$ cat src/design/gdad_pkg.sv
// ----------------------------------------------------------------------------
// gdad_pkg: shared definitions for the Gregorian date adder
// Codes, reset values, calendar helpers and the command and status bundles
// that pass between the controller and the datapath.
// ----------------------------------------------------------------------------
package gdad_pkg;

  // Default widths of the year and day delta fields.
  localparam int YEAR_BITS_DEF  = 16;
  localparam int DELTA_BITS_DEF = 20;

  // Fixed field widths.
  localparam int KIND_BITS     = 2;
  localparam int MONTH_BITS    = 4;
  localparam int LOAD_DAY_BITS = 6;
  localparam int DAY_BITS      = 5;
  localparam int STATUS_BITS   = 3;
  localparam int CFG_ADDR_BITS = 2;
  localparam int MOD25_BITS    = 5;

  // Request kinds.
  localparam logic [KIND_BITS-1:0] KIND_LOAD = 2'd0;
  localparam logic [KIND_BITS-1:0] KIND_MOVE = 2'd1;
  localparam logic [KIND_BITS-1:0] KIND_PEEK = 2'd2;

  // Result status codes.
  localparam logic [STATUS_BITS-1:0] ST_OK         = 3'd0;
  localparam logic [STATUS_BITS-1:0] ST_MONTH_LOW  = 3'd1;
  localparam logic [STATUS_BITS-1:0] ST_MONTH_HIGH = 3'd2;
  localparam logic [STATUS_BITS-1:0] ST_DAY_LOW    = 3'd3;
  localparam logic [STATUS_BITS-1:0] ST_DAY_HIGH   = 3'd4;
  localparam logic [STATUS_BITS-1:0] ST_YEAR_LOW   = 3'd5;
  localparam logic [STATUS_BITS-1:0] ST_YEAR_HIGH  = 3'd6;

  // Configuration register indexes.
  localparam logic [CFG_ADDR_BITS-1:0] REG_DEF_YEAR  = 2'd0;
  localparam logic [CFG_ADDR_BITS-1:0] REG_DEF_MONTH = 2'd1;
  localparam logic [CFG_ADDR_BITS-1:0] REG_DEF_DAY   = 2'd2;

  // Reset date.
  localparam int RESET_YEAR  = 1970;
  localparam int RESET_MONTH = 1;
  localparam int RESET_DAY   = 1;

  // Calendar constants.
  localparam int MOD_BASE  = 25;
  localparam int MONTH_MAX = 12;
  localparam logic [MONTH_BITS-1:0] MONTH_JAN = 4'd1;
  localparam logic [MONTH_BITS-1:0] MONTH_FEB = 4'd2;
  localparam logic [MONTH_BITS-1:0] MONTH_DEC = 4'd12;

  // Leap year from the low four bits of the year and the year modulo 25.
  // A year is a leap year when divisible by 4, unless divisible by 100
  // (by 4 and by 25) without being divisible by 400 (by 16 and by 25).
  function automatic logic is_leap(input logic [3:0] y_low,
                                   input logic [MOD25_BITS-1:0] y_mod25);
    return (y_low[1:0] == 2'd0) && ((y_mod25 != '0) || (y_low == 4'd0));
  endfunction

  // Length of a month; codes outside 1 to 12 read as 31.
  function automatic logic [DAY_BITS-1:0] month_len(input logic [MONTH_BITS-1:0] m,
                                                    input logic leap);
    logic [DAY_BITS-1:0] len;
    case (m)
      4'd2:    len = leap ? 5'd29 : 5'd28;
      4'd4,
      4'd6,
      4'd9,
      4'd11:   len = 5'd30;
      default: len = 5'd31;
    endcase
    return len;
  endfunction

  // Commands from the controller to the datapath.
  typedef struct packed {
    logic capture;    // take the accepted request into the datapath
    logic mod_start;  // start the residue unit on the load and default years
    logic walk_init;  // set up the month walk from the stored date
    logic walk_step;  // advance the month walk by one month
    logic commit;     // write the result and update the stored date
  } gdad_cmd_t;

  // Status from the datapath to the controller.
  typedef struct packed {
    logic [KIND_BITS-1:0] kind;  // kind of the captured request
    logic mod_busy;              // residue unit still working
    logic walk_stop;             // month walk has settled or hit a year limit
    logic out_free;              // result register can take a new result
  } gdad_sts_t;

endpackage

$ cat src/design/gdad_mod25.sv
// ----------------------------------------------------------------------------
// gdad_mod25: residue unit for the leap-year rule
// Reduces two words modulo 25 in parallel, registering the quotient found
// by a reciprocal multiplication and then the remainder.
// ----------------------------------------------------------------------------
module gdad_mod25 #(
  parameter int WIDTH = gdad_pkg::YEAR_BITS_DEF
) (
  input  logic                             clk,
  input  logic                             rst,
  input  logic                             start,
  input  logic [WIDTH-1:0]                 a,
  input  logic [WIDTH-1:0]                 b,
  output logic                             busy,
  output logic [gdad_pkg::MOD25_BITS-1:0]  res_a,
  output logic [gdad_pkg::MOD25_BITS-1:0]  res_b
);

  // With SHIFT = WIDTH + 5 and RECIP the reciprocal of 25 rounded up,
  // (x * RECIP) >> SHIFT is the exact quotient for every x below 2**WIDTH.
  localparam int     SHIFT      = WIDTH + 5;
  localparam int     RECIP_BITS = WIDTH + 1;
  localparam int     PROD_BITS  = WIDTH + RECIP_BITS;
  localparam int     QUOT_BITS  = PROD_BITS - SHIFT;
  localparam longint BASE_L     = longint'(gdad_pkg::MOD_BASE);
  localparam logic [RECIP_BITS-1:0] RECIP =
    RECIP_BITS'(((longint'(1) << SHIFT) + BASE_L - 1) / BASE_L);

  logic                 pend;
  logic [WIDTH-1:0]     op_a;
  logic [WIDTH-1:0]     op_b;
  logic [QUOT_BITS-1:0] quo_a;
  logic [QUOT_BITS-1:0] quo_b;
  logic [PROD_BITS-1:0] prod_a;
  logic [PROD_BITS-1:0] prod_b;
  logic [WIDTH-1:0]     mul_a;
  logic [WIDTH-1:0]     mul_b;
  logic [WIDTH-1:0]     rem_a;
  logic [WIDTH-1:0]     rem_b;

  assign prod_a = PROD_BITS'(a) * PROD_BITS'(RECIP);
  assign prod_b = PROD_BITS'(b) * PROD_BITS'(RECIP);

  // The quotient times 25 is built from shifts, as 16q + 8q + q.
  assign mul_a = (WIDTH'(quo_a) << 4) + (WIDTH'(quo_a) << 3) + WIDTH'(quo_a);
  assign mul_b = (WIDTH'(quo_b) << 4) + (WIDTH'(quo_b) << 3) + WIDTH'(quo_b);
  assign rem_a = op_a - mul_a;
  assign rem_b = op_b - mul_b;

  assign busy = pend;

  always_ff @(posedge clk) begin
    if (rst) begin
      pend <= 1'b0;
    end else if (start) begin
      pend <= 1'b1;
    end else begin
      pend <= 1'b0;
    end
  end

  always_ff @(posedge clk) begin
    if (start) begin
      op_a  <= a;
      op_b  <= b;
      quo_a <= prod_a[PROD_BITS-1:SHIFT];
      quo_b <= prod_b[PROD_BITS-1:SHIFT];
    end
  end

  always_ff @(posedge clk) begin
    if (pend) begin
      res_a <= gdad_pkg::MOD25_BITS'(rem_a);
      res_b <= gdad_pkg::MOD25_BITS'(rem_b);
    end
  end

endmodule

$ cat src/design/gdad_datapath.sv
// ----------------------------------------------------------------------------
// gdad_datapath: date registers, month walk and result register
// Holds the configuration, the stored date and its residue, the captured
// request, the month walk registers and the output register.
// ----------------------------------------------------------------------------
module gdad_datapath #(
  parameter int YEAR_BITS  = gdad_pkg::YEAR_BITS_DEF,
  parameter int DELTA_BITS = gdad_pkg::DELTA_BITS_DEF
) (
  input  logic                                clk,
  input  logic                                rst,
  input  gdad_pkg::gdad_cmd_t                 cmd,
  output gdad_pkg::gdad_sts_t                 sts,
  // configuration
  input  logic                                cfg_we,
  input  logic [gdad_pkg::CFG_ADDR_BITS-1:0]  cfg_addr,
  input  logic [YEAR_BITS-1:0]                cfg_data,
  // request fields
  input  logic [gdad_pkg::KIND_BITS-1:0]      in_kind,
  input  logic [YEAR_BITS-1:0]                in_load_year,
  input  logic [gdad_pkg::MONTH_BITS-1:0]     in_load_month,
  input  logic [gdad_pkg::LOAD_DAY_BITS-1:0]  in_load_day,
  input  logic [DELTA_BITS-1:0]               in_day_delta,
  // result
  input  logic                                out_ready,
  output logic                                out_valid,
  output logic [YEAR_BITS-1:0]                out_year,
  output logic [gdad_pkg::MONTH_BITS-1:0]     out_month,
  output logic [gdad_pkg::DAY_BITS-1:0]       out_day,
  output logic [gdad_pkg::STATUS_BITS-1:0]    out_status
);

  localparam int MB = gdad_pkg::MONTH_BITS;
  localparam int DB = gdad_pkg::DAY_BITS;
  localparam int RB = gdad_pkg::MOD25_BITS;
  localparam int TB = DELTA_BITS + 1;
  localparam logic [MB-1:0] MONTH_TOP = MB'(gdad_pkg::MONTH_MAX);
  localparam logic [RB-1:0] MOD_TOP   = RB'(gdad_pkg::MOD_BASE - 1);

  // Configuration registers.
  logic [YEAR_BITS-1:0] def_year;
  logic [MB-1:0]        def_month;
  logic [DB-1:0]        def_day;

  // Stored date and its year modulo 25.
  logic [YEAR_BITS-1:0] cur_year;
  logic [MB-1:0]        cur_month;
  logic [DB-1:0]        cur_day;
  logic [RB-1:0]        cur_mod;

  // Captured request.
  logic [gdad_pkg::KIND_BITS-1:0]     req_kind;
  logic [YEAR_BITS-1:0]               ld_year;
  logic [MB-1:0]                      ld_month;
  logic [gdad_pkg::LOAD_DAY_BITS-1:0] ld_day;
  logic [DELTA_BITS-1:0]              delta;

  // Month walk: date of the first of the current month and the day offset.
  logic [YEAR_BITS-1:0] wy;
  logic [MB-1:0]        wm;
  logic [RB-1:0]        wmod;
  logic [TB-1:0]        t;

  logic          mod_busy;
  logic [RB-1:0] mod_ld;
  logic [RB-1:0] mod_def;

  gdad_mod25 #(
    .WIDTH (YEAR_BITS)
  ) u_mod25 (
    .clk   (clk),
    .rst   (rst),
    .start (cmd.mod_start),
    .a     (ld_year),
    .b     (def_year),
    .busy  (mod_busy),
    .res_a (mod_ld),
    .res_b (mod_def)
  );

  // ---- Month walk step ----
  logic                             leap_w;
  logic [DB-1:0]                    len_cur;
  logic [DB-1:0]                    len_prev;
  logic [MB-1:0]                    prev_m;
  logic                             t_neg;
  logic                             t_high;
  logic                             at_min;
  logic                             at_max;
  logic [gdad_pkg::STATUS_BITS-1:0] walk_err;
  logic                             walk_stop;

  assign leap_w   = gdad_pkg::is_leap(wy[3:0], wmod);
  assign len_cur  = gdad_pkg::month_len(wm, leap_w);
  assign prev_m   = (wm == gdad_pkg::MONTH_JAN) ? gdad_pkg::MONTH_DEC : wm - 1'b1;
  assign len_prev = gdad_pkg::month_len(prev_m, leap_w);
  assign t_neg    = t[TB-1];
  assign t_high   = !t_neg && (t >= TB'(len_cur));
  assign at_min   = (wy == '0) && (wm == gdad_pkg::MONTH_JAN);
  assign at_max   = (wy == '1) && (wm == gdad_pkg::MONTH_DEC);

  always_comb begin
    if (t_neg && at_min) begin
      walk_err = gdad_pkg::ST_YEAR_LOW;
    end else if (t_high && at_max) begin
      walk_err = gdad_pkg::ST_YEAR_HIGH;
    end else begin
      walk_err = gdad_pkg::ST_OK;
    end
  end

  assign walk_stop = !(t_neg || t_high) || (walk_err != gdad_pkg::ST_OK);

  always_ff @(posedge clk) begin
    if (cmd.walk_init) begin
      wy   <= cur_year;
      wm   <= cur_month;
      wmod <= cur_mod;
      t    <= {{(TB-DELTA_BITS){delta[DELTA_BITS-1]}}, delta} + TB'(cur_day - 1'b1);
    end else if (cmd.walk_step && !walk_stop) begin
      if (t_neg) begin
        t  <= t + TB'(len_prev);
        wm <= prev_m;
        if (wm == gdad_pkg::MONTH_JAN) begin
          wy   <= wy - 1'b1;
          wmod <= (wmod == '0) ? MOD_TOP : wmod - 1'b1;
        end
      end else begin
        t  <= t - TB'(len_cur);
        wm <= (wm == gdad_pkg::MONTH_DEC) ? gdad_pkg::MONTH_JAN : wm + 1'b1;
        if (wm == gdad_pkg::MONTH_DEC) begin
          wy   <= wy + 1'b1;
          wmod <= (wmod == MOD_TOP) ? '0 : wmod + 1'b1;
        end
      end
    end
  end

  // ---- Load check and default date ----
  logic [DB-1:0]                    ld_len;
  logic [gdad_pkg::STATUS_BITS-1:0] ld_status;
  logic [MB-1:0]                    dm;
  logic [DB-1:0]                    dlen;
  logic [DB-1:0]                    dd;

  assign ld_len = gdad_pkg::month_len(ld_month, gdad_pkg::is_leap(ld_year[3:0], mod_ld));

  always_comb begin
    if (ld_month == '0) begin
      ld_status = gdad_pkg::ST_MONTH_LOW;
    end else if (ld_month > MONTH_TOP) begin
      ld_status = gdad_pkg::ST_MONTH_HIGH;
    end else if (ld_day == '0) begin
      ld_status = gdad_pkg::ST_DAY_LOW;
    end else if (ld_day > gdad_pkg::LOAD_DAY_BITS'(ld_len)) begin
      ld_status = gdad_pkg::ST_DAY_HIGH;
    end else begin
      ld_status = gdad_pkg::ST_OK;
    end
  end

  // The default registers may hold an illegal date: clamp month, then day.
  always_comb begin
    if (def_month == '0) begin
      dm = gdad_pkg::MONTH_JAN;
    end else if (def_month > MONTH_TOP) begin
      dm = gdad_pkg::MONTH_DEC;
    end else begin
      dm = def_month;
    end
    dlen = gdad_pkg::month_len(dm, gdad_pkg::is_leap(def_year[3:0], mod_def));
    if (def_day == '0) begin
      dd = DB'(1);
    end else if (def_day > dlen) begin
      dd = dlen;
    end else begin
      dd = def_day;
    end
  end

  // ---- Result selection ----
  logic [YEAR_BITS-1:0]             res_year;
  logic [MB-1:0]                    res_month;
  logic [DB-1:0]                    res_day;
  logic [gdad_pkg::STATUS_BITS-1:0] res_status;
  logic [RB-1:0]                    res_mod;
  logic                             res_store;

  always_comb begin
    res_year   = cur_year;
    res_month  = cur_month;
    res_day    = cur_day;
    res_status = gdad_pkg::ST_OK;
    res_mod    = cur_mod;
    res_store  = 1'b0;
    case (req_kind)
      gdad_pkg::KIND_LOAD: begin
        res_status = ld_status;
        res_store  = 1'b1;
        if (ld_status == gdad_pkg::ST_OK) begin
          res_year  = ld_year;
          res_month = ld_month;
          res_day   = DB'(ld_day);
          res_mod   = mod_ld;
        end else begin
          res_year  = def_year;
          res_month = dm;
          res_day   = dd;
          res_mod   = mod_def;
        end
      end
      gdad_pkg::KIND_MOVE,
      gdad_pkg::KIND_PEEK: begin
        res_status = walk_err;
        if (walk_err == gdad_pkg::ST_OK) begin
          res_year  = wy;
          res_month = wm;
          res_day   = t[DB-1:0] + 1'b1;
          res_mod   = wmod;
          res_store = (req_kind == gdad_pkg::KIND_MOVE);
        end
      end
      default: begin
        res_status = gdad_pkg::ST_OK;
      end
    endcase
  end

  // ---- Registers ----
  always_ff @(posedge clk) begin
    if (rst) begin
      def_year  <= YEAR_BITS'(gdad_pkg::RESET_YEAR);
      def_month <= MB'(gdad_pkg::RESET_MONTH);
      def_day   <= DB'(gdad_pkg::RESET_DAY);
    end else if (cfg_we) begin
      case (cfg_addr)
        gdad_pkg::REG_DEF_YEAR:  def_year  <= cfg_data;
        gdad_pkg::REG_DEF_MONTH: def_month <= cfg_data[MB-1:0];
        gdad_pkg::REG_DEF_DAY:   def_day   <= cfg_data[DB-1:0];
        default: ;
      endcase
    end
  end

  always_ff @(posedge clk) begin
    if (rst) begin
      cur_year  <= YEAR_BITS'(gdad_pkg::RESET_YEAR);
      cur_month <= MB'(gdad_pkg::RESET_MONTH);
      cur_day   <= DB'(gdad_pkg::RESET_DAY);
      cur_mod   <= RB'(gdad_pkg::RESET_YEAR % gdad_pkg::MOD_BASE);
    end else if (cmd.commit && res_store) begin
      cur_year  <= res_year;
      cur_month <= res_month;
      cur_day   <= res_day;
      cur_mod   <= res_mod;
    end
  end

  always_ff @(posedge clk) begin
    if (cmd.capture) begin
      req_kind <= in_kind;
      ld_year  <= in_load_year;
      ld_month <= in_load_month;
      ld_day   <= in_load_day;
      delta    <= in_day_delta;
    end
  end

  always_ff @(posedge clk) begin
    if (rst) begin
      out_valid <= 1'b0;
    end else if (cmd.commit) begin
      out_valid <= 1'b1;
    end else if (out_ready) begin
      out_valid <= 1'b0;
    end
  end

  always_ff @(posedge clk) begin
    if (cmd.commit) begin
      out_year   <= res_year;
      out_month  <= res_month;
      out_day    <= res_day;
      out_status <= res_status;
    end
  end

  assign sts.kind      = req_kind;
  assign sts.mod_busy  = mod_busy;
  assign sts.walk_stop = walk_stop;
  assign sts.out_free  = !out_valid || out_ready;

endmodule

$ cat src/design/gdad_ctrl.sv
// ----------------------------------------------------------------------------
// gdad_ctrl: request sequencer
// Accepts one request at a time and steps the datapath through the load
// check or the month walk, then hands the result to the output register.
// ----------------------------------------------------------------------------
module gdad_ctrl (
  input  logic                 clk,
  input  logic                 rst,
  input  logic                 in_valid,
  output logic                 in_ready,
  input  gdad_pkg::gdad_sts_t  sts,
  output gdad_pkg::gdad_cmd_t  cmd
);

  localparam logic [2:0] S_IDLE   = 3'd0;
  localparam logic [2:0] S_PREP   = 3'd1;
  localparam logic [2:0] S_MODW   = 3'd2;
  localparam logic [2:0] S_WALK   = 3'd3;
  localparam logic [2:0] S_FINISH = 3'd4;

  logic [2:0] state;
  logic [2:0] state_next;

  assign in_ready = (state == S_IDLE);

  always_comb begin
    state_next    = state;
    cmd           = '0;
    case (state)
      S_IDLE: begin
        if (in_valid) begin
          cmd.capture = 1'b1;
          state_next  = S_PREP;
        end
      end
      S_PREP: begin
        case (sts.kind)
          gdad_pkg::KIND_LOAD: begin
            cmd.mod_start = 1'b1;
            state_next    = S_MODW;
          end
          gdad_pkg::KIND_MOVE,
          gdad_pkg::KIND_PEEK: begin
            cmd.walk_init = 1'b1;
            state_next    = S_WALK;
          end
          default: begin
            state_next = S_FINISH;
          end
        endcase
      end
      S_MODW: begin
        if (!sts.mod_busy) begin
          state_next = S_FINISH;
        end
      end
      S_WALK: begin
        cmd.walk_step = 1'b1;
        if (sts.walk_stop) begin
          state_next = S_FINISH;
        end
      end
      S_FINISH: begin
        if (sts.out_free) begin
          cmd.commit = 1'b1;
          state_next = S_IDLE;
        end
      end
      default: begin
        state_next = S_IDLE;
      end
    endcase
  end

  always_ff @(posedge clk) begin
    if (rst) begin
      state <= S_IDLE;
    end else begin
      state <= state_next;
    end
  end

endmodule

$ cat src/design/gregorian_date_add_days.sv
// ----------------------------------------------------------------------------
// gregorian_date_add_days: Gregorian date register with day arithmetic
// Holds one date, loads and checks dates, and moves or peeks the date by a
// signed number of days, one month at a time.
// ----------------------------------------------------------------------------
// Requests arrive on the s_ stream channel: tuser carries the kind (load,
// move or peek) and tdata the load date and the day delta. Every request
// gives exactly one result on the m_ stream channel: the date and a status.
// A load first reduces the loaded year and the default year modulo 25 for
// the leap-year rule, by a reciprocal multiplication whose quotient and
// remainder are registered in turn. A move or peek walks the date one
// calendar month per cycle, until the day offset falls within the month or
// a year limit is hit. The month walk bounds the rate.
// Only one request is in flight: s_tready is high while the sequencer is
// idle, from the cycle after a result is written. The result sits in an
// output register; a stalled receiver holds it, and a new request may then
// be accepted and worked on, but its result waits until the register has
// been emptied. Reset clears the configuration to 1970-01-01 and stores
// that date. Write the configuration only while no request is in flight.
// ----------------------------------------------------------------------------
module gregorian_date_add_days #(
  parameter int YEAR_BITS  = gdad_pkg::YEAR_BITS_DEF,
  parameter int DELTA_BITS = gdad_pkg::DELTA_BITS_DEF
) (
  input  logic                                clk,
  input  logic                                rst,
  // configuration write port
  input  logic                                cfg_we,
  input  logic [gdad_pkg::CFG_ADDR_BITS-1:0]  cfg_addr,
  input  logic [YEAR_BITS-1:0]                cfg_data,
  // request channel
  input  logic                                s_tvalid,
  output logic                                s_tready,
  // tdata, lowest bit first: load_year, load_month, load_day, day_delta, zero fill
  input  logic [((YEAR_BITS + DELTA_BITS + 10 + 7) / 8) * 8 - 1:0] s_tdata,
  // tuser: kind
  input  logic [gdad_pkg::KIND_BITS-1:0]      s_tuser,
  // result channel
  output logic                                m_tvalid,
  input  logic                                m_tready,
  // tdata, lowest bit first: out_year, out_month, out_day, status, zero fill
  output logic [((YEAR_BITS + 12 + 7) / 8) * 8 - 1:0] m_tdata
);

  localparam int MB  = gdad_pkg::MONTH_BITS;
  localparam int LDB = gdad_pkg::LOAD_DAY_BITS;
  localparam int DB  = gdad_pkg::DAY_BITS;
  localparam int SB  = gdad_pkg::STATUS_BITS;
  localparam int RES_BITS = YEAR_BITS + MB + DB + SB;

  gdad_pkg::gdad_cmd_t cmd;
  gdad_pkg::gdad_sts_t sts;

  logic [YEAR_BITS-1:0] out_year;
  logic [MB-1:0]        out_month;
  logic [DB-1:0]        out_day;
  logic [SB-1:0]        out_status;

  // The sequencer decides which datapath operation runs in each cycle.
  gdad_ctrl u_ctrl (
    .clk      (clk),
    .rst      (rst),
    .in_valid (s_tvalid),
    .in_ready (s_tready),
    .sts      (sts),
    .cmd      (cmd)
  );

  // Request fields are unpacked from tdata in order from the lowest bit.
  gdad_datapath #(
    .YEAR_BITS  (YEAR_BITS),
    .DELTA_BITS (DELTA_BITS)
  ) u_datapath (
    .clk           (clk),
    .rst           (rst),
    .cmd           (cmd),
    .sts           (sts),
    .cfg_we        (cfg_we),
    .cfg_addr      (cfg_addr),
    .cfg_data      (cfg_data),
    .in_kind       (s_tuser),
    .in_load_year  (s_tdata[YEAR_BITS-1:0]),
    .in_load_month (s_tdata[YEAR_BITS+MB-1:YEAR_BITS]),
    .in_load_day   (s_tdata[YEAR_BITS+MB+LDB-1:YEAR_BITS+MB]),
    .in_day_delta  (s_tdata[YEAR_BITS+MB+LDB+DELTA_BITS-1:YEAR_BITS+MB+LDB]),
    .out_ready     (m_tready),
    .out_valid     (m_tvalid),
    .out_year      (out_year),
    .out_month     (out_month),
    .out_day       (out_day),
    .out_status    (out_status)
  );

  // The result fields are packed from the lowest bit, with zero fill above.
  always_comb begin
    m_tdata                 = '0;
    m_tdata[RES_BITS-1:0]   = {out_status, out_day, out_month, out_year};
  end

endmodule

$ cat config.mk
export PLATFORM = sky130hd
export DESIGN_NAME = gregorian_date_add_days
export DESIGN_NICKNAME = d
export VERILOG_FILES = /design/src/design/gdad_pkg.sv /design/src/design/gdad_mod25.sv /design/src/design/gdad_datapath.sv /design/src/design/gdad_ctrl.sv /design/src/design/gregorian_date_add_days.sv
export SDC_FILE = /design/constraint.sdc
export NUM_CORES = 1
export LEC_CHECK = 0
export BUFFER_PORTS_ARGS = -buffer_cell sky130_fd_sc_hd__buf_2
export CORE_ASPECT_RATIO = 0.9
export CORE_UTILIZATION = 32
export CTS_BUF_LIST = sky130_fd_sc_hd__clkbuf_8
export DETAILED_ROUTE_END_ITERATION = 12
export GPL_TIMING_DRIVEN = 0
export PLACE_DENSITY = 0.45
export SYNTH_ARGS = -nofsm -noshare
export SYNTH_HDL_FRONTEND = slang
export SYNTH_SLANG_ARGS = --single-unit
$ cat constraint.sdc
create_clock -name clk -period 7.1 [get_ports clk]
set_input_delay 0.71 -clock clk [delete_from_list [all_inputs] [get_ports clk]]
set_output_delay 0.71 -clock clk [all_outputs]
set_load 0.1 [all_outputs]
* Word-level counts from Yosys, hierarchy flattened
Cells that the tools add are included.
** Word-level totals
- Bits in registers :: 212
- Bits in latches :: 0
- RAM bits :: 0
- Bits in read-only memories :: 0
- Logic and storage cells :: 216
- Memories :: 0
** Operators by class
- $add $sub $neg :: 17
- Multipliers :: 2
- Divide/modulo/power cells :: 0
- Magnitude comparators :: 5
- Equality and inequality tests :: 38
- Shift operators :: 0
- Mux-type cells :: 69
- Bitwise gates (word level) :: 0
- Reduce and logical (&&, ||, !) cells :: 56
** Operators with widths (number)
- two-way mux 16 bit :: 7
- two-way mux 5 bit :: 13
- two-way mux 21 bit :: 3
- one-hot mux 5 bit (2 select lines) :: 6
- multiplier 16 x 17 -> 26 bit (second input constant) :: 2
- == test 4 bit (second input constant) :: 9
- two-way mux 4 bit :: 9
- == test 4 x 3 -> 1 bit (second input constant) :: 8
- one-hot mux 16 bit (2 select lines) :: 1
- two-way mux 3 bit :: 10
- adder 21 bit :: 1
- adder 21 x 5 -> 21 bit :: 1
- greater-or-equal comparator 21 x 5 -> 1 bit :: 1
- subtractor 21 x 5 -> 21 bit :: 1
- adder 5 bit :: 4
- zero test 4 bit :: 5
- adder 16 x 1 -> 16 bit (second input constant) :: 1
- == test 16 bit (second input constant) :: 1
- == test 4 x 2 -> 1 bit (second input constant) :: 4
- zero test 16 bit :: 1
- OR reduction 4 bit :: 4
- subtractor 16 x 1 -> 16 bit (second input constant) :: 1
- one-hot mux 3 bit (5 select lines) :: 1
- nonzero test 5 bit :: 3
- 37 further kinds :: 90

* Depth between registers and ports, before layout
Gate-level depths: netlist of run 1.
- Depth in word-level cells :: 16
- Gate-level depth with buffers :: 21

* Cells and area by module
Synthesis of run 1 repeated with hierarchy kept, for this count alone.
** Second synthesis, totals
- Cell total of the unflattened synthesis :: 2087
- Area total of the unflattened synthesis :: 20862.5 µm²
** By module, submodules not included
- gdad_datapath :: instances 1, cells an instance 1129, area an instance 10930.5 µm², seq. area each 4784.6 µm²
- gdad_mod25 :: instances 1, cells an instance 919, area an instance 9634.2 µm², seq. area each 920.9 µm²
- gdad_ctrl :: instances 1, cells an instance 34, area an instance 264.0 µm², seq. area each 60.1 µm²
- gregorian_date_add_days :: instances 1, cells an instance 5, area an instance 33.8 µm², seq. area each 0.0 µm²

* Worst setup path after synthesis of run 1
Ideal clock, no wire load.
- Path type :: register -> register
- Start :: register u_datapath.ld_year[14]
- End :: register u_datapath.u_mod25.quo_a[3], data pin
- Arrival :: 5.083 ns
- Data required time :: 6.842 ns
- Slack :: 1.759 ns
- Cell stages (with the launch flop) :: 20
- Path buffers :: 0
- Cell sequence :: edfxtp_1 inv_1 fa_1 fa_1 inv_1 fa_1 fa_1 fa_1 inv_1 fa_1 inv_1 ha_1 o21a_1 o2111ai_1 nand2b_1 o22ai_1 a21oi_1 a21o_1 a21oi_1 xnor2_1
** Between the ends
- Cells in the longest elaborated chain, start to end :: 1
** Ends and longest elaborated chain
- from (decl) :: line gdad_datapath.sv:53 : logic [YEAR_BITS-1:0] ld_year;
- from (signal assigned) :: line gdad_datapath.sv:262 : ld_year <= in_load_year;
- multiplier 16 x 17 -> 26 bit :: line gdad_mod25.sv:41 : assign prod_a = PROD_BITS'(a) * PROD_BITS'(RECIP);
- net u_datapath.u_mod25.prod_a[24] :: line gdad_mod25.sv:34 : logic [PROD_BITS-1:0] prod_a;
- to (signal assigned) :: line gdad_mod25.sv:66 : quo_a <= prod_a[PROD_BITS-1:SHIFT];
- to (decl) :: line gdad_mod25.sv:32 : logic [QUOT_BITS-1:0] quo_a;
The timed path passes the listed nets, and every way through them passes these cells.
A chain may end at the register's enable or synchronous reset.

* Worst setup path in the final report of run 1
- Start :: register u_datapath.def_year[4]
- End :: register u_datapath.u_mod25.quo_b[3], data pin
** Between the ends
- Cells in the longest elaborated chain, start to end :: 1
** Ends and longest elaborated chain
- from (decl) :: line gdad_datapath.sv:41 : logic [YEAR_BITS-1:0] def_year;
- from (signal assigned) :: line gdad_datapath.sv:232 : def_year <= YEAR_BITS'(gdad_pkg::RESET_YEAR);
- from (signal assigned) :: line gdad_datapath.sv:237 : gdad_pkg::REG_DEF_YEAR: def_year <= cfg_data;
- multiplier 16 x 17 -> 26 bit :: line gdad_mod25.sv:42 : assign prod_b = PROD_BITS'(b) * PROD_BITS'(RECIP);
- net u_datapath.u_mod25.prod_b[24] :: line gdad_mod25.sv:35 : logic [PROD_BITS-1:0] prod_b;
- to (signal assigned) :: line gdad_mod25.sv:67 : quo_b <= prod_b[PROD_BITS-1:SHIFT];
- to (decl) :: line gdad_mod25.sv:33 : logic [QUOT_BITS-1:0] quo_b;
The timed path passes the listed nets, and every way through them passes these cells.

==> flow_summary.toml, run 1 <==
[outcome]
status = "complete, no violations"

[worst_setup_path]
r2r_start = "u_datapath.def_year[4]$_SDFFE_PP1P_"
cp_max_fo = 6
end_kind = "flop"
critical_path.startpoint_type = "flop"
rr_worst_depth = 20
crit_arrival_ns = 6.60
reg2reg_slack_ns = 0.82
cp.required_ns = 7.42
critical_path_class = "flop to flop"
r2r-end = "u_datapath.u_mod25.quo_b[3]$_DFFE_PP_"

[synth]
synth_edf_count = 152
synth_cell_types = 73
yosysWarnings = 0
seq_area_frac_synth = 0.283
synth-async-reset-ratio = 0
synth_ff_type = "edfxtp_1"
synth.avg_cell_area_um2 = 9.89
synth_seq_cells = 212
syn-instance-count = 2062
syn-cell-area_um2 = 20400

[detailed_routing]
vias = 15112
drc_errors = 0
drt_iter0_drc = 860
drt_first_pass_iters = 5
viasPerCell = 4.89
wl_per_cell_um = 19.2
routed_wl_um = 59400
final_antenna_net_count = 0

[clock_tree]
cts_buffers = 42
cts_max_path_buffers = 3
cts_setup_buffers = 0
post_cts_resized = 0
clock_latency_ns = 0.63
clockRootBuffer = "clkbuf_8"
cts_hold_buffers = 0
cts.sinks = 212
cts_tree = "yes"
cts_htree_levels = 2
cts.clk_slew.worst_paths_ns = 0.06

[die]
fp-row-count = 87
fp.dieW_um = 268
dieArea_um2 = 64800
coreArea_um2 = 62800
io_pins = 107
die_h_um = 242
start_util = 0.325

[place]
hpwl_um = 48200
io_buffer_count = 100
gp_congestion = 0.896
pre_cts_ws_ns = 0.709

[timing]
setup_viol = 0
finClkSkew_ns = 0.0547
min_period_over_period = 0.885
min_period_ns = 6.28
rsz0062_at_grt = "no"
max_freq_ghz = 0.159
timing.setup.tns_ns = 0
worst_pin_slew_ns = 1.20
drv_slew = 0
hold_viol = 0
worst_slack_ns = 0.815
slew-limit-headroom = 0.201

[finish]
syn2layout_area_growth_pct = 12.4
drive_gt1_frac = 0.0904
fill_cells = 6445
layout.nets = 2749

[pwr]
power.leakage_uw = 0.0105
powerDensity_nw_per_um2 = 417
ir_worst_vdd_mv = 0.321
power_uw = 9560

[job]
maxCapViolations = 0

[hold_path]
min_path_type = "primary input to flop"
hold_end = "u_datapath.delta[8]$_DFFE_PP_"
hold_path_startpoint = "s_tdata[34]"
holdPathStages = 1

[global_route]
grt_max_degree = 29
gr-total-overflow = 0
grt_usage = 0.188
grt_pass1_vias = 15612
grt_pass1_wl_um = 92100
antenna_found_initial = 3
==> cells by family after synthesis <==
| logic type | Yosys count | share of synthesized area |
|---|---|---|
| flops | 212 | 0.283 |
| buf+inv | 485 | 0.0913 |
| compound gates | 402 | 0.124 |
| other cells | 1 | 0.000184 |
| fa+ha+maj | 464 | 0.357 |
| xor+xnor | 94 | 0.0404 |
| mux | 31 | 0.0159 |
| simple gates | 373 | 0.0891 |
==> cells in the final DEF (no fill, tap or decap), types with 19 or more instances in the layout <==
master,n
buf_2,104
ha_1,268
a221o_1,24
a21oi_1,141
fa_1,196
o21ai_0,104
nand2_1,123
nor3_1,27
inv_1,431
mux2i_1,19
nand3_1,23
xor2_1,29
nor2_1,91
edfxtp_1,152
clkbuf_8,55
clkbuf_1,49
xnor2_1,65
dfxtp_1,60
==> layout make-up <==
class	count	area (um^2)	share of cell area
multi-input cells	1368	12800	0.558
repair buffers	103	563	0.0245
inverters	421	1580	0.0689
flip-flops and latches	212	5770	0.251
clock inverters	22	135	0.00589
plain buffers	64	283	0.0123
diodes	1	2.50	0.000109
well taps	845	1060	0.0461
clock buffers	55	757	0.0330
==> cells in the mapped netlist (all sizes together) (6+ instances only) <==
master	count	area share
a31oi	11	0.0034
nand2	123	0.023
nand4	10	0.0031
nor2b	10	0.0031
o21a	14	0.0052
mux2i	19	0.0093
o31ai	6	0.0022
o211ai	14	0.0052
or4	9	0.0037
o21ai	105	0.026
nand2b	12	0.0037
a21oi	141	0.035
clkbuf	49	0.0090
dfxtp	60	0.059
xor2	29	0.012
inv	420	0.077
xnor2	65	0.028
a211oi	7	0.0026
ha	268	0.16
and3	16	0.0049
fa	196	0.19
and2	7	0.0021
a22o	13	0.0056
a221o	24	0.012
mux2	12	0.0066
nor3	27	0.0066
o22ai	8	0.0025
nor2	92	0.017
nand3b	8	0.0029
nor3b	7	0.0026
buf	15	0.0048
edfxtp	152	0.22
nor4	8	0.0025
a21o	16	0.0059
nand3	23	0.0056
==> where the power goes <==
part / internal [uW] / leakage, uW / switching (uW)
sequential: 1640 / 0.00189 / 147
combinational: 2790 / 0.00808 / 3670
clock: 732 / 0.000498 / 582
==> registers in the layout (all words and copies together), names as in the netlist, 5 cells and up <==
name                      cells
u_datapath.ld_day             6
u_datapath.delta             20
u_datapath.u_mod25.op_b       5
u_datapath.u_mod25.res_a      5
u_datapath.u_mod25.quo_a      5
u_datapath.cur_mod            5
u_datapath.cur_day            5
u_datapath.ld_year           16
u_datapath.def_day            5
u_datapath.out_day            5
u_datapath.u_mod25.quo_b      5
u_datapath.u_mod25.res_b      5
u_datapath.cur_year          16
u_datapath.u_mod25.op_a       5
u_datapath.wmod               5
u_datapath.out_year          16
u_datapath.wy                16
u_datapath.def_year          16
u_datapath.t                 21
==> per-stage QoR <==
| step | utilization | instance area [um^2] | hold slack, ns | cells |
|---|---|---|---|---|
| after floorplan | - | 20400 | 0.456 | 2065 |
| after global placement | 0.350 | 22000 | 0.481 | 3010 |
| after detailed placement | 0.351 | 22000 | 0.490 | 3013 |
| after CTS | 0.365 | 22900 | 0.208 | 3090 |
| after global routing | 0.365 | 22900 | 0.224 | 3091 |
| final | 0.365 | 22900 | 0.258 | 3091 |
==> worst max-delay path by stage <==
stage | startpoint | end | slack (ns) | cells after the start
2_1_floorplan | u_datapath.ld_year[14]$_DFFE_PP_ | u_datapath.u_mod25.quo_a[3]$_DFFE_PP_ | 1.76 | 19
3_3_place_gp | u_datapath.def_year[4]$_SDFFE_PP1P_ | u_datapath.u_mod25.quo_b[3]$_DFFE_PP_ | 0.68 | 20
3_5_place_dp | u_datapath.def_year[4]$_SDFFE_PP1P_ | u_datapath.u_mod25.quo_b[3]$_DFFE_PP_ | 0.71 | 20
4_1_cts | u_datapath.def_year[4]$_SDFFE_PP1P_ | u_datapath.u_mod25.quo_b[3]$_DFFE_PP_ | 0.65 | 20
5_1_grt | u_datapath.def_year[4]$_SDFFE_PP1P_ | u_datapath.u_mod25.quo_b[3]$_DFFE_PP_ | 0.40 | 20
6_report | u_datapath.def_year[4]$_SDFFE_PP1P_ | u_datapath.u_mod25.quo_b[3]$_DFFE_PP_ | 0.82 | 20
==> routing by layer <==
layer	vias to the layer above	wire [um]	GRT usage	part of all wire
li1	7260	-	-	-
met1	7444	29200	0.272	0.49
met2	350	26100	0.290	0.44
met3	56	3120	0.0326	0.052
met4	2	979	0.0422	0.016
met5	-	12	0	0.00020
==> critical path, cell delays in order (launching register included) <==
cell and delay [ns]:
dfxtp_1 0.57, inv_1 0.29, fa_1 0.71, fa_1 0.46
inv_1 0.07, ha_1 0.14, inv_1 0.05, fa_1 0.53
inv_1 0.04, ha_1 0.27, inv_1 0.05, fa_1 0.53
inv_1 0.04, ha_1 0.27, o21a_1 0.19, nand2_1 0.06
nor2_1 0.07, o311ai_0 0.87, a41o_1 0.38, nor2b_1 0.23
o311ai_0 0.15
Note: power is estimated with default switching activity, not from simulation.
==> run 2, diff against run 1 <==
--- a/config.mk
+++ b/config.mk
@@ -7,11 +7,11 @@
 export LEC_CHECK = 0
 export BUFFER_PORTS_ARGS = -buffer_cell sky130_fd_sc_hd__buf_2
 export CORE_ASPECT_RATIO = 0.9
-export CORE_UTILIZATION = 32
+export CORE_UTILIZATION = 60
 export CTS_BUF_LIST = sky130_fd_sc_hd__clkbuf_8
 export DETAILED_ROUTE_END_ITERATION = 12
 export GPL_TIMING_DRIVEN = 0
-export PLACE_DENSITY = 0.45
+export PLACE_DENSITY = 0.76
 export SYNTH_ARGS = -nofsm -noshare
 export SYNTH_HDL_FRONTEND = slang
 export SYNTH_SLANG_ARGS = --single-unit
==> run 2 against run 1 <==
Die area fell by 46%; combinational power barely moved; cell count fell by 13%.
==> flow_summary.toml, run 2 (synthesis results as in run 1) <==
[detailed_routing]
drc_errors = 0
wl_per_cell_um = 19.3
vias = 15631
viasPerCell = 5.81
final_antenna_net_count = 0
drt_iter0_drc = 1457
drt_first_pass_iters = 6
routed_wl_um = 51900

[hold_path]
min_path_type = "primary input to flop"

[timing]
hold_ws_ns = 0.323
rsz0062_at_grt = "no"
finClkSkew_ns = 0.0342
min_period_over_period = 0.880
min_period_ns = 6.25
hold_viol = 0
slew-limit-headroom = 0.228
worst_pin_slew_ns = 1.14
setup_viol = 0
max_freq_ghz = 0.160
drv_slew = 0
timing.setup.tns_ns = 0

[finish]
largest_reg_flops = 21
layout.nets = 2743
top_register = "u_datapath.t"
antenna_cells = 0
seqCellArea_um2 = 5770
multi_input_area_um2 = 12800
fill_cells = 2579
reg_top3 = "u_datapath.t x21, u_datapath.delta x20"
drive_gt1_frac = 0.0846
post-route-cell-area_um2 = 22300
layout_common_cells = "432 x inv_1, 268 x ha_1, 196 x fa_1"
layout_commonest_cell = "inv_1"
syn2layout_area_growth_pct = 9.10

[clock_tree]
cts_buffers = 37
cts_hold_buffers = 0
cts_setup_buffers = 0
cts.clk_slew.worst_paths_ns = 0.07
cts_htree_levels = 2
clock_latency_ns = 0.56
clockRootBuffer = "clkbuf_8"
post_cts_resized = 0
cts_max_path_buffers = 3
cts_tree = "yes"
cts.sinks = 212

[die]
die_h_um = 177
coreArea_um2 = 33200
start_util = 0.615
dieArea_um2 = 34700
fp-row-count = 63
fp.dieW_um = 196
io_pins = 107

[place]
placed_area_um2 = 21500
io_buffer_count = 100
gp_congestion = 0.978
hpwl_um = 41600

[worst_setup_path]
crit_arrival_ns = 6.55
end_kind = "flop"
critical_path_class = "flop to flop"
cp_cell_sequence = "inv_1 > fa_1 > fa_1 > fa_1 > inv_1 > fa_1 > fa_1 > inv_1 > fa_1 > inv_1 > ha_1 > nand4_1 > nor2_1 > o311ai_0 > a41o_1 > nor2b_1 > o311ai_0"
critPathBufInv = 4
critical_path.startpoint_type = "flop"
crit_path_max_incr_delay_ns = 0.56
crit_top_cell = "fa_1"
cp_top_family = "adder cells"
cp_max_fo = 7
cp.required_ns = 7.40
crit_slowest_cell = "fa_1"

[outcome]
status = "complete, no violations"

[global_route]
grt_usage = 0.310
antenna_found_initial = 1
grt_max_degree = 31
grt_pass1_vias = 15641
grt_pass1_wl_um = 82700
gr-total-overflow = 0

[pwr]
power.leakage_uw = 0.0104
powerDensity_nw_per_um2 = 421
ir_worst_vdd_mv = 0.488

[job]
maxCapViolations = 0
==> run 2: report_power, final <==
| group | total, uW | internal, uW | switching [uW] |
|---|---|---|---|
| Sequential | 1780 | 1640 | 136 |
| Combinational | 6460 | 2810 | 3650 |
| Clock | 1130 | 591 | 539 |
==> run 2: final timing paths <==
check | from | end | slack, ns | cells after the start
setup / recovery | u_datapath.def_year[5]$_SDFFE_PP1P_ | u_datapath.u_mod25.quo_b[3]$_DFFE_PP_ | 0.85 | 17
hold / removal | s_tdata[1] | u_datapath.ld_year[1]$_DFFE_PP_ | 0.32 | 1
setup reg to reg | u_datapath.def_year[5]$_SDFFE_PP1P_ | u_datapath.u_mod25.quo_b[3]$_DFFE_PP_ | 0.85 | 17
hold reg to reg | u_datapath.cur_mod[2]$_SDFFE_PP1P_ | u_datapath.cur_mod[2]$_SDFFE_PP1P_ | 0.50 | 2
==> run 2: per-stage QoR <==
step / instances / setup slack, ns / util / total power [uW]
final: 2690 / 0.854 / 0.671 / 9370
after global routing: 2690 / 0.536 / 0.671 / 10500
after CTS: 2690 / 0.874 / 0.671 / 9460
after detailed placement: 2622 / 0.924 / 0.649 / 8240
after global placement: 2620 / 1.07 / 0.647 / 7940
after floorplan: 2065 / 1.76 / - / 6600
==> run 2: layout make-up <==
| type | instances | area share |
|---|---|---|
| tap | 455 | 0.0256 |
| timing repair buffer | 102 | 0.0241 |
| clock buffer | 43 | 0.0266 |
| inverter | 421 | 0.0710 |
| sequential | 212 | 0.259 |
| clock inverter | 25 | 0.00607 |
| multi-input combinational | 1368 | 0.575 |
| buffer | 64 | 0.0127 |
==> run 2: per-layer routing <==
layer | routed length, um | GRT usage
met5 | 13 | 0
met4 | 2130 | 0.127
met3 | 4020 | 0.0454
met2 | 23000 | 0.484
met1 | 22700 | 0.434
